`config.mk`:
```
export PLATFORM = sky130hd
export DESIGN_NAME = pft_front
export DESIGN_NICKNAME = d
export VERILOG_FILES = /design/src/design/pft_pkg.sv /design/src/design/pft_front.sv
export VERILOG_INCLUDE_DIRS = /design/src /design/src/design
export SDC_FILE = /design/constraint.sdc
export NUM_CORES = 1
export LEC_CHECK = 0
export ABC_CLOCK_PERIOD_IN_PS = 3300
export BUFFER_PORTS_ARGS = -buffer_cell sky130_fd_sc_hd__buf_4
export CAP_MARGIN = 0
export CORE_ASPECT_RATIO = 1.5
export CORE_MARGIN = 2
export CORE_UTILIZATION = 56
export DETAILED_ROUTE_END_ITERATION = 8
export PLACE_DENSITY = 0.81
export SLEW_MARGIN = 20
export SYNTH_ARGS = -nofsm -noshare
export SYNTH_HDL_FRONTEND = slang
export SYNTH_SLANG_ARGS = --single-unit
```
`constraint.sdc`:
```
create_clock -name clk -period 3.3 [get_ports clk]
set_clock_uncertainty 0.2 [all_clocks]
set_input_delay 0.165 -clock clk [delete_from_list [all_inputs] [get_ports clk]]
set_output_delay 0.165 -clock clk [all_outputs]
set_load 0.05 [all_outputs]
```
`src/design/assert_macros.svh`:
```
// Assertion macros shared by the page fault and trim engine RTL
`ifndef ASSERT_MACROS_SVH
`define ASSERT_MACROS_SVH

// property must hold at every edge outside reset
`define ASSERT_HOLDS(label, clk, rst, prop, msg) \
  label: assert property (@(posedge clk) disable iff (rst) (prop)) else $error(msg);

// condition must never be seen outside reset
`define ASSERT_NEVER(label, clk, rst, cond, msg) \
  label: assert property (@(posedge clk) disable iff (rst) !(cond)) else $error(msg);

`endif

```
`src/design/pft_pkg.sv`:
```
// Types and constants of the page fault and trim engine
`timescale 1ns / 1ps
package pft_pkg;

  localparam int PAGE_COUNT = 512;
  localparam int PAGE_SHIFT = 12;
  localparam int PAGE_W     = $clog2(PAGE_COUNT);
  localparam int FREE_W     = $clog2(PAGE_COUNT + 1);
  localparam int VA_W       = 48;
  localparam logic [VA_W-1:0] SPAN = VA_W'(PAGE_COUNT) << PAGE_SHIFT;

  localparam logic OP_ACCESS = 1'b0;
  localparam logic OP_TRIM   = 1'b1;

  localparam logic [1:0] ST_OK        = 2'd0;
  localparam logic [1:0] ST_VIOLATION = 2'd1;
  localparam logic [1:0] ST_NO_FREE   = 2'd2;
  localparam logic [1:0] ST_TRIM_MISS = 2'd3;

  localparam logic [1:0] RES_NONE    = 2'd0;
  localparam logic [1:0] RES_MAPPED  = 2'd1;
  localparam logic [1:0] RES_RECLAIM = 2'd2;
  localparam logic [1:0] RES_NEW     = 2'd3;

  typedef struct packed {
    logic            op;
    logic [VA_W-1:0] virtual_address;
  } pft_in_t;

  typedef struct packed {
    logic [1:0]        status;
    logic [1:0]        resolution;
    logic [PAGE_W-1:0] page_index;
    logic [PAGE_W-1:0] frame;
    logic [FREE_W-1:0] free_left;
  } pft_out_t;

  // classified item handed from front to back
  typedef struct packed {
    logic              op;
    logic              hit;
    logic [PAGE_W-1:0] page;
  } pft_cmd_t;

  // one page table entry
  typedef struct packed {
    logic              valid;
    logic              standby;
    logic [PAGE_W-1:0] frame;
  } pft_entry_t;

endpackage

```
`src/design/pft_front.sv`:
```
// Front end: window check, page index and the command queue
`timescale 1ns / 1ps
`include "assert_macros.svh"
module pft_front (
  input  logic                         clk,
  input  logic                         rst,
  input  logic                         cfg_we,
  input  logic [pft_pkg::VA_W-1:0]     cfg_data,
  input  logic                         push,
  output logic                         full,
  input  pft_pkg::pft_in_t             item,
  input  logic                         hold,
  output logic                         cmd_valid,
  output pft_pkg::pft_cmd_t            cmd,
  input  logic                         cmd_pop
);
  import pft_pkg::*;

  logic [VA_W-1:0] window_base;
  pft_cmd_t        queue [2];
  logic            wr_ptr;
  logic            rd_ptr;
  logic [1:0]      count;
  logic [1:0]      count_next;
  logic [VA_W:0]   diff;
  logic            accept;
  pft_cmd_t        cls;

  always_ff @(posedge clk) begin
    if (rst) begin
      window_base <= '0;
    end else if (cfg_we) begin
      window_base <= cfg_data;
    end
  end

  // borrow out of the subtract means below the window
  always_comb begin
    diff     = {1'b0, item.virtual_address} - {1'b0, window_base};
    cls.op   = item.op;
    cls.hit  = !diff[VA_W] && (diff[VA_W-1:0] < SPAN);
    cls.page = diff[PAGE_SHIFT +: PAGE_W];
  end

  assign full      = (count == 2'd2) || hold;
  assign accept    = push && !full;
  assign cmd_valid = (count != 2'd0);
  assign cmd       = queue[rd_ptr];

  always_comb begin
    count_next = count;
    if (accept && !(cmd_pop && cmd_valid)) begin
      count_next = count + 2'd1;
    end else if (!accept && cmd_pop && cmd_valid) begin
      count_next = count - 2'd1;
    end
  end

  always_ff @(posedge clk) begin
    if (accept) begin
      queue[wr_ptr] <= cls;
    end
  end

  always_ff @(posedge clk) begin
    if (rst) begin
      wr_ptr <= 1'b0;
      rd_ptr <= 1'b0;
      count  <= '0;
    end else begin
      if (accept) begin
        wr_ptr <= !wr_ptr;
      end
      if (cmd_pop && cmd_valid) begin
        rd_ptr <= !rd_ptr;
      end
      count <= count_next;
    end
  end

  `ASSERT_NEVER(a_front_no_overflow, clk, rst, count == 2'd3, "command queue count out of range")
  `ASSERT_HOLDS(a_front_ptr_track, clk, rst, (count == 2'd1) == (wr_ptr != rd_ptr),
    "command queue pointers disagree with count")

endmodule

```
Word level (Yosys, flattened, before mapping). Memory sizes are Yosys's and may differ from the RTL's. A register that Yosys moved wholly into a read port is not among the register bits. Cells that the tools add are included.

Register bits: 52. Bits in writable memories: 22. Output and inout bits: 13. Word-level logic and storage cells: 31. Memories: 1.

Add/subtract/negate cells: 3. $lt $le $gt $ge: 1. Eq/ne operators: 1. Multiplexer cells: 6. Reduce and logical (&&, ||, !) cells: 15.

Memory list: queue (words 2, bits a word 11, rd ports 1, clocked after Yosys merged registers in 1, write ports 1, line pft_front.sv:20) `pft_cmd_t queue [2];`.

Operator list (count): subtractor 48 x 48 -> 49 bit (1); less-than comparator 48 x 22 -> 1 bit (second input constant) (1); logical AND 1 bit (6); zero test 1 bit (6); 2-to-1 mux 1 bit (4); 2-to-1 mux 2 bit (2); nonzero test 2 bit (2); adder 2 x 1 -> 2 bit (second input constant) (1); equality test 2 bit (second input constant) (1); subtractor 2 x 1 -> 2 bit (second input constant) (1); logical OR 1 bit (1).

Logic depth before layout (Yosys ltp). Gate-level depths: netlist of run 1.

Word-level depth: 9. Gate-level depth with buffers: 14. Gate-level depth less buffers: 12.

Least setup slack after synthesis of run 1. OpenSTA, ideal clock, no wires.

Path type: reg2reg. Start: register window_base[7]. End: memory queue[0][9] (netlist bit), data pin. Setup time: 182 ps. Data arrival time: 2652 ps. Data required time: 2918 ps. Path slack: 266 ps. Stages on the path, launching flop included: 12. Buffers on the path: 0. Period minus slack after synthesis: 3034 ps. Cells stage by stage: dfxtp_1 -> inv_1 -> ha_1 -> a21oi_1 -> o221a_1 -> a2111o_1 -> a311oi_2 -> o21ai_2 -> mux2_4 -> nor4_2 -> nand4_1 -> nor4_2.

RTL lines: start: declaration (line pft_front.sv:19) `logic [VA_W-1:0] window_base;`; start signal: assignment (line pft_front.sv:33) `window_base <= cfg_data;`; end: declaration (line pft_front.sv:20).

==> results.txt, run 1 <==
----------------------------------------------------
[Global routing]
  Overall routing resource usage ... between 30% and 40%
  First-pass GRT wire length ... 28.9 mm
  Antenna violations before repair ... 0
  Largest net degree at the start of global routing ... 54
  Via count of the first global-routing pass ... approximately 6,200
  Remaining global-route overflow ... 0

[Outcome]
  Failing checks ... negative setup slack
  Status ... finished, violations left

[CTS]
  Later-pin clock latency in the skew report ... around 0.35 ns
  Clock buffers created by TritonCTS ... 9
  Library cell used as clock root buffer ... clkbuf_16
  Largest buffer count on any clock path ... 2
  Sink count of the clock tree ... 75
  TritonCTS clock tree ... yes
  Clock slew seen by the registers of the worst setup and hold paths ... roughly 0.07 ns
  H-tree Lvls ... 3

[Detailed routing]
  DRC Markers ... 0
  Routed wire per std cell ... 18.5 µm
  Detail-routed via count per cell ... between 5 and 6
  Initial DRT Pass Iterations ... 6
  Via count ... approximately 6,000
  DRT iter0 DRCs ... 463
  Antenna-violating nets left ... 0
  Total Routed Length ... around 19 mm

[Job]
  Max-cap violations ... 0

[Logic synthesis]
  Net count after synthesis ... ~830
  Ranking of synthesized cells by instance count ... nor2_1, inv_1, mux2i_1, a21oi_1
  Gate Count Post-Synth ... approximately 680
  Avg Cell Area, Syn ... about 8.3 µm²
  Share of the synthesized area in the top cell type ... a little under a fifth
  Number of distinct library cells after synthesis ... 65
  Top cells by area, synth ... dfxtp_1, edfxtp_1, ha_1, mux2i_1, nor2_1
  Leading register cell type out of synthesis ... dfxtp_1
  Number of synthesized register bits ... 75
  Biggest area consumer among synthesized cells ... dfxtp_1
  Most frequent cell after synthesis ... nor2_1
  Share of flip-flops with an asynchronous set or reset after synthesis ... 0%
  Synthesized area ... 0.00564 mm²
  Sequential area share after synthesis ... a little under a third
  Number of enable flip-flop cells after synthesis ... 22
  Synthesis Warnings ... 0

[Die]
  Die Wd ... ~86 µm
  Number of ports placed on the die boundary ... between 100 and 150
  Die boundary height ... between 100 and 150 µm
  Effective utilization at floorplan ... ~58%
  Die Outline Area ... between 0.01 and 0.015 mm²
  Core area ... 0.00974 mm²
  Row count ... 44

[Placed design]
  DP Cell Count ... 933
  Final HPWL from detailed placement ... 12.8 mm
  Dpl ws ... -0.0616 ns
  Count of input and output buffers ... roughly 120
  Routability congestion estimate ... ~0.90

[Critical path]
  Startpoint of the worst-slack reg-to-reg timing path ... window_base[7]
  Type of the setup path with the least slack ... reg -> reg
  Launching element type of the critical path ... flop
  Nature of the critical path endpoint ... flop
  R2r setup slk ... -0.03 ns
  Data required time at the worst endpoint ... 3.25 ns
  Peak fanout along the critical path ... 5
  FF-to-FF End ... queue[0][9]
  Worst Reg2Reg Path Length in Cells ... 12
  Data arrival, critical path ... between 3 and 4 ns

[STA]
  Portion of the clock cycle consumed by the worst path in the final layout ... 101%
  Number of endpoints with negative hold slack in the final report ... 0
  Time the worst path needs with I/O delays and setup ... 3.33 ns
  Rel. slew slack ... 25.7%
  Transition time at the pin with the least slew margin ... between 1 and 1.5 ns
  Unrepaired setup endpoints after global routing ... yes
  Final number of setup-violating endpoints ... 2
  F_max ... around 300 MHz
  Total count of max-transition violations in the final report ... 0
  Post-layout worst setup margin ... -0.0327 ns

[Finish]
  Number of nets in the layout ... 1,033
  Number of standard cells in the layout, taps in and fillers out ... about 1,000
  Number of antenna cells inserted ... 0
  Synthesis-to-layout area growth ... 40.8%
  Share of post-route cells with drive strength above 1 ... between 20 and 30%

[Worst hold path]
  Worst hold-check path type ... in -> reg
  Cells on Worst Hold Path ... 5
  Hold Path Sink ... count[1]
  Worst hold path startpoint ... hold

[Power and ir drop]
  Post-layout power ... 3260 µW
  Lkg Pwr ... between 0.003 and 0.004 µW
  Power density over the cells ... 411 mW/mm²
  Peak VDD IR ... ~260 µV

----------------------------------------------------
-- metal layers --
layer	vias up	wire, µm	track usage, %
li1	2836	-	-
met1	2803	6280	31.9
met2	253	10200	65.5
met3	107	942	6.25
met4	0	1100	18.6
met5	-	0	0
-- placed cells by master, fill, tap and decap left out, types with 7 or more instances in the layout --
master,Yosys,final
a21o_1,17,17
a21oi_1,54,43
a21oi_2,0,11
buf_4,0,166
clkbuf_16,0,10
dfxtp_1,53,49
dlygate4sd3_1,0,50
edfxtp_1,22,22
ha_1,47,39
inv_1,59,55
mux2_2,12,12
mux2i_1,56,56
nand2_1,53,53
nand3_1,12,11
nand4_1,11,11
nor2_1,95,93
nor3_1,9,8
o21ai_0,31,27
o21ai_1,5,7
o21bai_1,7,7
xnor2_1,12,12
xor2_1,13,13
-- logic make-up after synthesis --
| family | after synthesis | synth area share (%) |
|---|---|---|
| mux | 69 | 12.6 |
| flops | 75 | 30.5 |
| fa+ha+maj | 47 | 10.4 |
| xor+xnor | 25 | 3.88 |
| buf+inv | 86 | 5.84 |
| simple gates | 211 | 17.1 |
| compound gates | 170 | 19.6 |
-- worst max-delay path, cell delays in order, from the launching register on --
cell      delay, ns
dfxtp_2        0.35
inv_2          0.05
ha_4           0.29
nand4_1        0.19
o221a_1        0.31
a2111o_1       0.45
a311oi_2       0.27
buf_4          0.17
o21ai_2        0.05
mux2_4         0.31
nor4_4         0.16
nand4_1        0.13
nor4_2         0.20
-- state kept, by name (all words and copies together), names as in the netlist, named ones only --
signal	flops
queue	22
window_base	48
rd_ptr	1
wr_ptr	1
count	2
-- cell type report --
| class | instances | area (µm²) |
|---|---|---|
| clock buffer | 11 | 264 |
| clock inverter | 5 | 40.0 |
| fill | 607 | 1810 |
| inverter | 59 | 221 |
| multi-input combinational | 522 | 3790 |
| sequential | 75 | 1730 |
| tap | 115 | 144 |
| timing repair buffer | 216 | 1750 |
-- where the power goes --
part | total, µW | leakage (µW) | switching [µW] | internal (µW)
logic | 1190 | 0.00270 | 644 | 541
clock network | 1030 | 0.000148 | 441 | 584
registers | 1050 | 0.000640 | 30.8 | 1020
-- through the flow --
stage	cell area [µm²]	hold WS [ns]	util [%]	TNS, ns
final	7940	0.0542	81.5	-0.0655
after global routing	7940	0.0993	81.5	-0.225
after CTS	7790	0.0333	79.9	0
after detailed placement	6890	0.157	70.7	-0.123
after global placement	6890	0.156	70.7	-0.0165
after floorplan	5640	0.0639	-	0
-- how the worst max path moves through the flow --
| stage | start | end | slack (ns) |
|---|---|---|---|
| after floorplan | window_base[7] | queue[0][9] | 0.27 |
| final | window_base[7] | queue[0][9] | -0.03 |
| after global routing | window_base[10] | queue[1][9] | -0.11 |
| after detailed placement | window_base[9] | queue[0][9] | -0.06 |
| after CTS | window_base[9] | queue[0][9] | 0.005 |
| after global placement | window_base[9] | queue[0][9] | -0.008 |
-- what timing repair did --
action	CTS	global route
endpoints found under the hold margin	53	0
gates resized for setup	9	39
buffers inserted	1	3
cloned	0	0
hold buffers	50	0
pin swaps	6	6
endpoints found under the setup margin	2	2
Note: power is estimated with default switching activity, not from simulation.
==> run 2: changes to the inputs <==
Settings changed: SKIP_CTS_REPAIR_TIMING set to 1.
==> results.txt, run 2 (synthesis results as in run 1) <==
----------------------------------------------------
[STA]
  Rel. slew slack ... 21.2%
  Final number of setup-violating endpoints ... 2
  Worst hold slack ... roughly 0.11 ns
  Unrepaired setup endpoints after global routing ... yes
  Transition time at the pin with the least slew margin ... between 1 and 1.5 ns
  Number of endpoints with negative hold slack in the final report ... 0
  Time the worst path needs with I/O delays and setup ... between 3 and 4 ns
  F_max ... 299 MHz
  Total count of max-transition violations in the final report ... 0
  Portion of the clock cycle consumed by the worst path in the final layout ... 101%
  Post-layout worst setup margin ... -0.0426 ns

[Detailed routing]
  Highest metal layer with signal wires ... met4
  Routed wire per std cell ... 18.2 µm
  Met2 wire len ... 10.1 mm
  Detail-routed via count per cell ... between 6 and 7
  DR WL met3 ... roughly 960 µm
  Initial DRT Pass Iterations ... 6
  Via count ... between 6,000 and 7,000
  Met1 wire length ... about 6.4 mm
  Antenna-violating nets left ... 0
  Total Routed Length ... about 18 mm
  DRT iter0 DRCs ... roughly 330
  DRC Markers ... 0

[Critical path]
  Critical Path Source ... window_base[10]
  Peak per-stage delay on the critical path ... 0.34 ns
  Nature of the critical path endpoint ... flop
  Startpoint of the worst-slack reg-to-reg timing path ... window_base[10]
  Data required time at the worst endpoint ... ~3.3 ns
  Type of the setup path with the least slack ... reg -> reg
  Worst path cell trace ... inv_1 -> ha_1 -> a21oi_1 -> o21ai_0 -> a31oi_1 -> o21ai_1 -> buf_4 -> nand4_1 -> mux2i_1 -> o221ai_2 -> nor4_4 -> nand4_1 -> nor4_2
  Worst setup endpoint ... queue[1][9]
  Worst Reg2Reg Path Length in Cells ... 13
  Peak fanout along the critical path ... 4
  Launching element type of the critical path ... flop
  Critical-path cell with the highest stage delay ... dfxtp_1
  Cell repeated most along the worst path ... nand4_1
  FF-to-FF End ... queue[1][9]
  Data arrival, critical path ... 3.30 ns
  R2r setup slk ... -0.04 ns

[CTS]
  Later-pin clock latency in the skew report ... between 0.3 and 0.4 ns
  Library cell used as clock root buffer ... clkbuf_16
  Largest buffer count on any clock path ... 2
  H-tree Lvls ... 3
  Clock buffers created by TritonCTS ... 9
  Clock slew seen by the registers of the worst setup and hold paths ... approximately 0.070 ns
  TritonCTS clock tree ... yes
  Sink count of the clock tree ... 75

[Finish]
  Most flop-heavy register ... window_base
  Number of standard cells in the layout, taps in and fillers out ... approximately 1,000
  Number of antenna cells inserted ... 0
  Leading cell types in the layout, fill and taps excluded ... buf_4, nor2_1, inv_1, mux2i_1, nand2_1
  Top Registers ... window_base: 48 flops, queue: 22 flops, count: 2 flops
  Final core utilization ... between 80% and 90%
  Number of nets in the layout ... roughly 1,000
  Share of post-route cells with drive strength above 1 ... ~27%
  Filler Cells Inserted ... 600
  Synthesis-to-layout area growth ... 40.9%
  Leading cell type in the layout, fill and taps excluded ... buf_4
  Max reg flops ... 48

[Die]
  Die Wd ... between 80 and 90 µm
  Die boundary height ... about 130 µm
  Effective utilization at floorplan ... a little under 60%
  Row count ... 44
  Die Outline Area ... 0.0109 mm²
  Core area ... a little under 0.01 mm²
  Number of ports placed on the die boundary ... around 120

[Outcome]
  Failing checks ... negative setup slack
  Status ... finished, violations left

[Worst hold path]
  Cells on Worst Hold Path ... 2
  Worst hold-check path type ... in -> reg

[Job]
  Max-cap violations ... 0

[Power and ir drop]
  Lkg Pwr ... 0.00350 µW
  Peak VDD IR ... roughly 260 µV
  Power density over the cells ... about 410 mW/mm²

[Placed design]
  Routability congestion estimate ... 0.904
  DP Cell Count ... 933
  Count of input and output buffers ... about 120
  Final HPWL from detailed placement ... 12.8 mm

[Global routing]
  Via count of the first global-routing pass ... ~5,800
  Remaining global-route overflow ... 0
  Antenna violations before repair ... 0
  Largest net degree at the start of global routing ... 54
  First-pass GRT wire length ... 26.2 mm
  Overall routing resource usage ... 30.3%

----------------------------------------------------
run 2: routing by layer:
| layer | track usage, % | vias to the layer above |
|---|---|---|
| met4 | 13.7 | 0 |
| li1 | - | 2845 |
| met5 | 0 | - |
| met3 | 4.16 | 92 |
| met1 | 29.7 | 2809 |
| met2 | 60.4 | 285 |
run 2: worst min-delay path by stage:
stage                     startpoint         endpoint
after floorplan             item[48]     queue[0][10]
after global placement      item[48]     queue[0][10]
after detailed placement    item[48]     queue[0][10]
after CTS                   item[48]     queue[0][10]
after global routing            hold         count[1]
final                            rst  window_base[45]
run 2: cell type report:
class,count,area [µm²],area share (%)
multi-input combinational,522,3780,47.6
timing repair buffer,218,1760,22.2
clock inverter,5,40.0,0.504
tap,115,144,1.81
inverter,59,221,2.79
sequential,75,1730,21.7
clock buffer,11,264,3.32
run 2: critical path, delay by kind of cell, from the launching register on:
family          cells  cell delay (ns)
compound gates      5             1.02
simple gates        4             0.73
flops               1             0.34
fa+ha+maj           1             0.33
mux                 1             0.27
buf+inv             2             0.23
run 2: report_power, final:
part	total [µW]	switching, µW	internal [µW]
logic	1190	646	544
registers	1050	28.3	1020
clock network	1010	428	583
run 2: metrics by stage:
| step | setup WS [ns] | setup TNS (ns) | power, µW | cell area, µm² |
|---|---|---|---|---|
| 6_report | -0.0426 | -0.0851 | 3250 | 7940 |
| 5_1_grt | -0.199 | -0.399 | 3380 | 7940 |
| 4_1_cts | -0.121 | -0.242 | 3100 | 7190 |
| 3_5_place_dp | -0.0616 | -0.123 | 2100 | 6890 |
| 3_3_place_gp | -0.00826 | -0.0165 | 2070 | 6890 |
| 2_1_floorplan | 0.266 | 0 | 1720 | 5640 |
==> run 3: changes to the inputs <==
Settings changed: CTS_CLUSTER_SIZE set to 8, RECOVER_POWER set to 25, SKIP_CTS_REPAIR_TIMING 1 to unset.
==> results.txt, run 3 (synthesis results as in run 1) <==
----------------------------------------------------
[STA]
  Post-layout worst setup margin ... -0.0133 ns
  Total count of max-transition violations in the final report ... 49
  Time the worst path needs with I/O delays and setup ... about 3.3 ns
  Transition time at the pin with the least slew margin ... between 1.5 and 2 ns
  Final number of setup-violating endpoints ... 2
  Unrepaired setup endpoints after global routing ... yes
  Rel. slew slack ... -13.9%
  Final TNS setup ... -0.0265 ns
  F_max ... about 300 MHz
  Worst hold slack ... 0.0534 ns
  Portion of the clock cycle consumed by the worst path in the final layout ... 100%
  Number of endpoints with negative hold slack in the final report ... 0

[Power and ir drop]
  Peak VDD IR ... about 260 µV
  Power density over the cells ... 411 mW/mm²
  Lkg Pwr ... ~0.0035 µW

[Detailed routing]
  DRC Markers ... 0
  Via count ... 6,011
  Initial DRT Pass Iterations ... 5
  Total Routed Length ... ~19 mm
  Routed wire per std cell ... around 18 µm
  Detail-routed via count per cell ... 5.99
  Antenna-violating nets left ... 0
  DRT iter0 DRCs ... around 460

[Placed design]
  Final HPWL from detailed placement ... between 10 and 15 mm
  Count of input and output buffers ... around 120
  DP Cell Count ... 933
  Routability congestion estimate ... roughly 0.9

[Finish]
  Number of antenna cells inserted ... 0
  Multi-input gate area ... between 0.003 and 0.004 mm²
  Number of standard cells in the layout, taps in and fillers out ... about 1,000
  Sequential cell area ... ~0.0017 mm²
  Top Registers ... window_base: 48 flops, queue: 22 flops, count: 2 flops
  Most flop-heavy register ... window_base
  Number of nets in the layout ... 1,033
  Leading cell types in the layout, fill and taps excluded ... buf_4, nor2_1, mux2i_1
  Filler Cells Inserted ... 608
  Max reg flops ... 48
  Share of post-route cells with drive strength above 1 ... between 20 and 30%
  Leading cell type in the layout, fill and taps excluded ... buf_4
  Synthesis-to-layout area growth ... 40.7%

[Global routing]
  Met2 usage in global routing ... 65.5%
  Overall routing resource usage ... ~34%
  Remaining global-route overflow ... 0
  M1 GR Usage ... between 30% and 40%
  Largest net degree at the start of global routing ... 54
  Via count of the first global-routing pass ... between 6,000 and 7,000
  Layer carrying the most global-route usage ... met2
  GR Layer Usage met3 ... about 6.2%
  Antenna violations before repair ... 0
  First-pass GRT wire length ... between 20 and 30 mm

[CTS]
  TritonCTS clock tree ... yes
  Sink count of the clock tree ... 75
  Largest buffer count on any clock path ... 2
  Later-pin clock latency in the skew report ... roughly 0.35 ns
  Clock buffers created by TritonCTS ... 9
  H-tree Lvls ... 3
  Clock slew seen by the registers of the worst setup and hold paths ... 0.07 ns
  Library cell used as clock root buffer ... clkbuf_16

[Critical path]
  Worst Reg2Reg Path Length in Cells ... 12
  Data required time at the worst endpoint ... approximately 3.3 ns
  Critical path's top delay family ... compound AO/OA/AOI/OAI gates
  R2r setup slk ... -0.01 ns
  Critical-path cell with the highest stage delay ... a2111o_1
  Cell repeated most along the worst path ... nand4_1
  Worst path cell trace ... inv_2 -> ha_4 -> nand4_1 -> o221a_1 -> a2111o_1 -> a311oi_2 -> buf_4 -> o21ai_2 -> mux2_4 -> nor4_4 -> nand4_1 -> nor4_2
  Critical Path Source ... window_base[7]
  Nature of the critical path endpoint ... flop
  Startpoint of the worst-slack reg-to-reg timing path ... window_base[7]
  Peak per-stage delay on the critical path ... 0.45 ns
  Type of the setup path with the least slack ... reg -> reg
  Peak fanout along the critical path ... 5
  Launching element type of the critical path ... flop
  Sum of buffers and inverters on the critical path ... 2
  Worst setup endpoint ... queue[0][9]
  FF-to-FF End ... queue[0][9]
  Data arrival, critical path ... 3.26 ns
  WP depth ... 12

[Outcome]
  Status ... finished, violations left
  Failing checks ... max-capacitance violations, max-slew violations, negative setup slack

[Die]
  Row count ... 44
  Core area ... just under 0.01 mm²
  Die Outline Area ... roughly 0.011 mm²
  Die Wd ... about 86 µm
  Effective utilization at floorplan ... between 50% and 60%
  Number of ports placed on the die boundary ... 116
  Die boundary height ... around 130 µm

[Job]
  Max-cap violations ... 1

[Worst hold path]
  Worst hold-check path type ... in -> reg

----------------------------------------------------
-- run 3: layout make-up --
| class | instances | share of cell area [%] |
|---|---|---|
| Multi-Input combinational cell | 522 | 47.8 |
| Sequential cell | 75 | 21.8 |
| Tap cell | 115 | 1.81 |
| Timing Repair Buffer | 216 | 22.0 |
| Clock buffer | 11 | 3.33 |
| Inverter | 59 | 2.79 |
| Clock inverter | 5 | 0.505 |
-- run 3: through the flow --
stage	setup slack, ns	util (%)	power, µW	instance area [µm²]
2_1_floorplan	0.266	-	1720	5640
3_3_place_gp	-0.00826	70.7	2070	6890
3_5_place_dp	-0.0616	70.7	2100	6890
4_1_cts	0.00459	79.9	3170	7790
5_1_grt	-0.113	81.4	3390	7940
6_report	-0.0133	81.4	3260	7940
-- run 3: timing repair --
| action | in CTS | in global routing |
|---|---|---|
| hold buffers | 50 | 0 |
| pin swaps | 6 | 6 |
| resized for setup | 9 | 39 |
| cloned | 0 | 0 |
| endpoints found under the hold margin | 53 | 0 |
| buffers inserted | 1 | 3 |
| setup endpoints to repair | 2 | 2 |
-- run 3: how the worst min path moves through the flow --
| stage | depth (start not counted) | end | from |
|---|---|---|---|
| 2_1_floorplan | 0 | queue[0][10] | item[48] |
| 3_3_place_gp | 1 | queue[0][10] | item[48] |
| 3_5_place_dp | 1 | queue[0][10] | item[48] |
| 4_1_cts | 5 | count[1] | hold |
| 5_1_grt | 5 | count[1] | hold |
| 6_report | 5 | count[1] | hold |
-- run 3: worst register-to-register path, cell delays in order, from the launching register on --
cell      delay (ns)
dfxtp_2         0.35
inv_2           0.05
ha_4            0.29
nand4_1         0.18
o221a_1         0.30
a2111o_1        0.45
a311oi_2        0.27
buf_4           0.17
o21ai_2         0.05
mux2_4          0.31
nor4_4          0.16
nand4_1         0.13
nor4_2          0.20
-- run 3: metal layers --
layer / vias up / share of wire (%) / wire, µm
li1: 2838 / - / -
met1: 2816 / 34 / 6250
met2: 253 / 55 / 10300
met3: 104 / 5.0 / 923
met4: 0 / 5.9 / 1080
met5: - / 0 / 0
-- run 3: power breakdown --
part	leakage, µW	switching, µW	internal [µW]	total (µW)
Clock	0.000148	442	584	1030
Sequential	0.000640	30.9	1020	1050
Combinational	0.00270	644	544	1190
Total	0.00349	1120	2140	3260
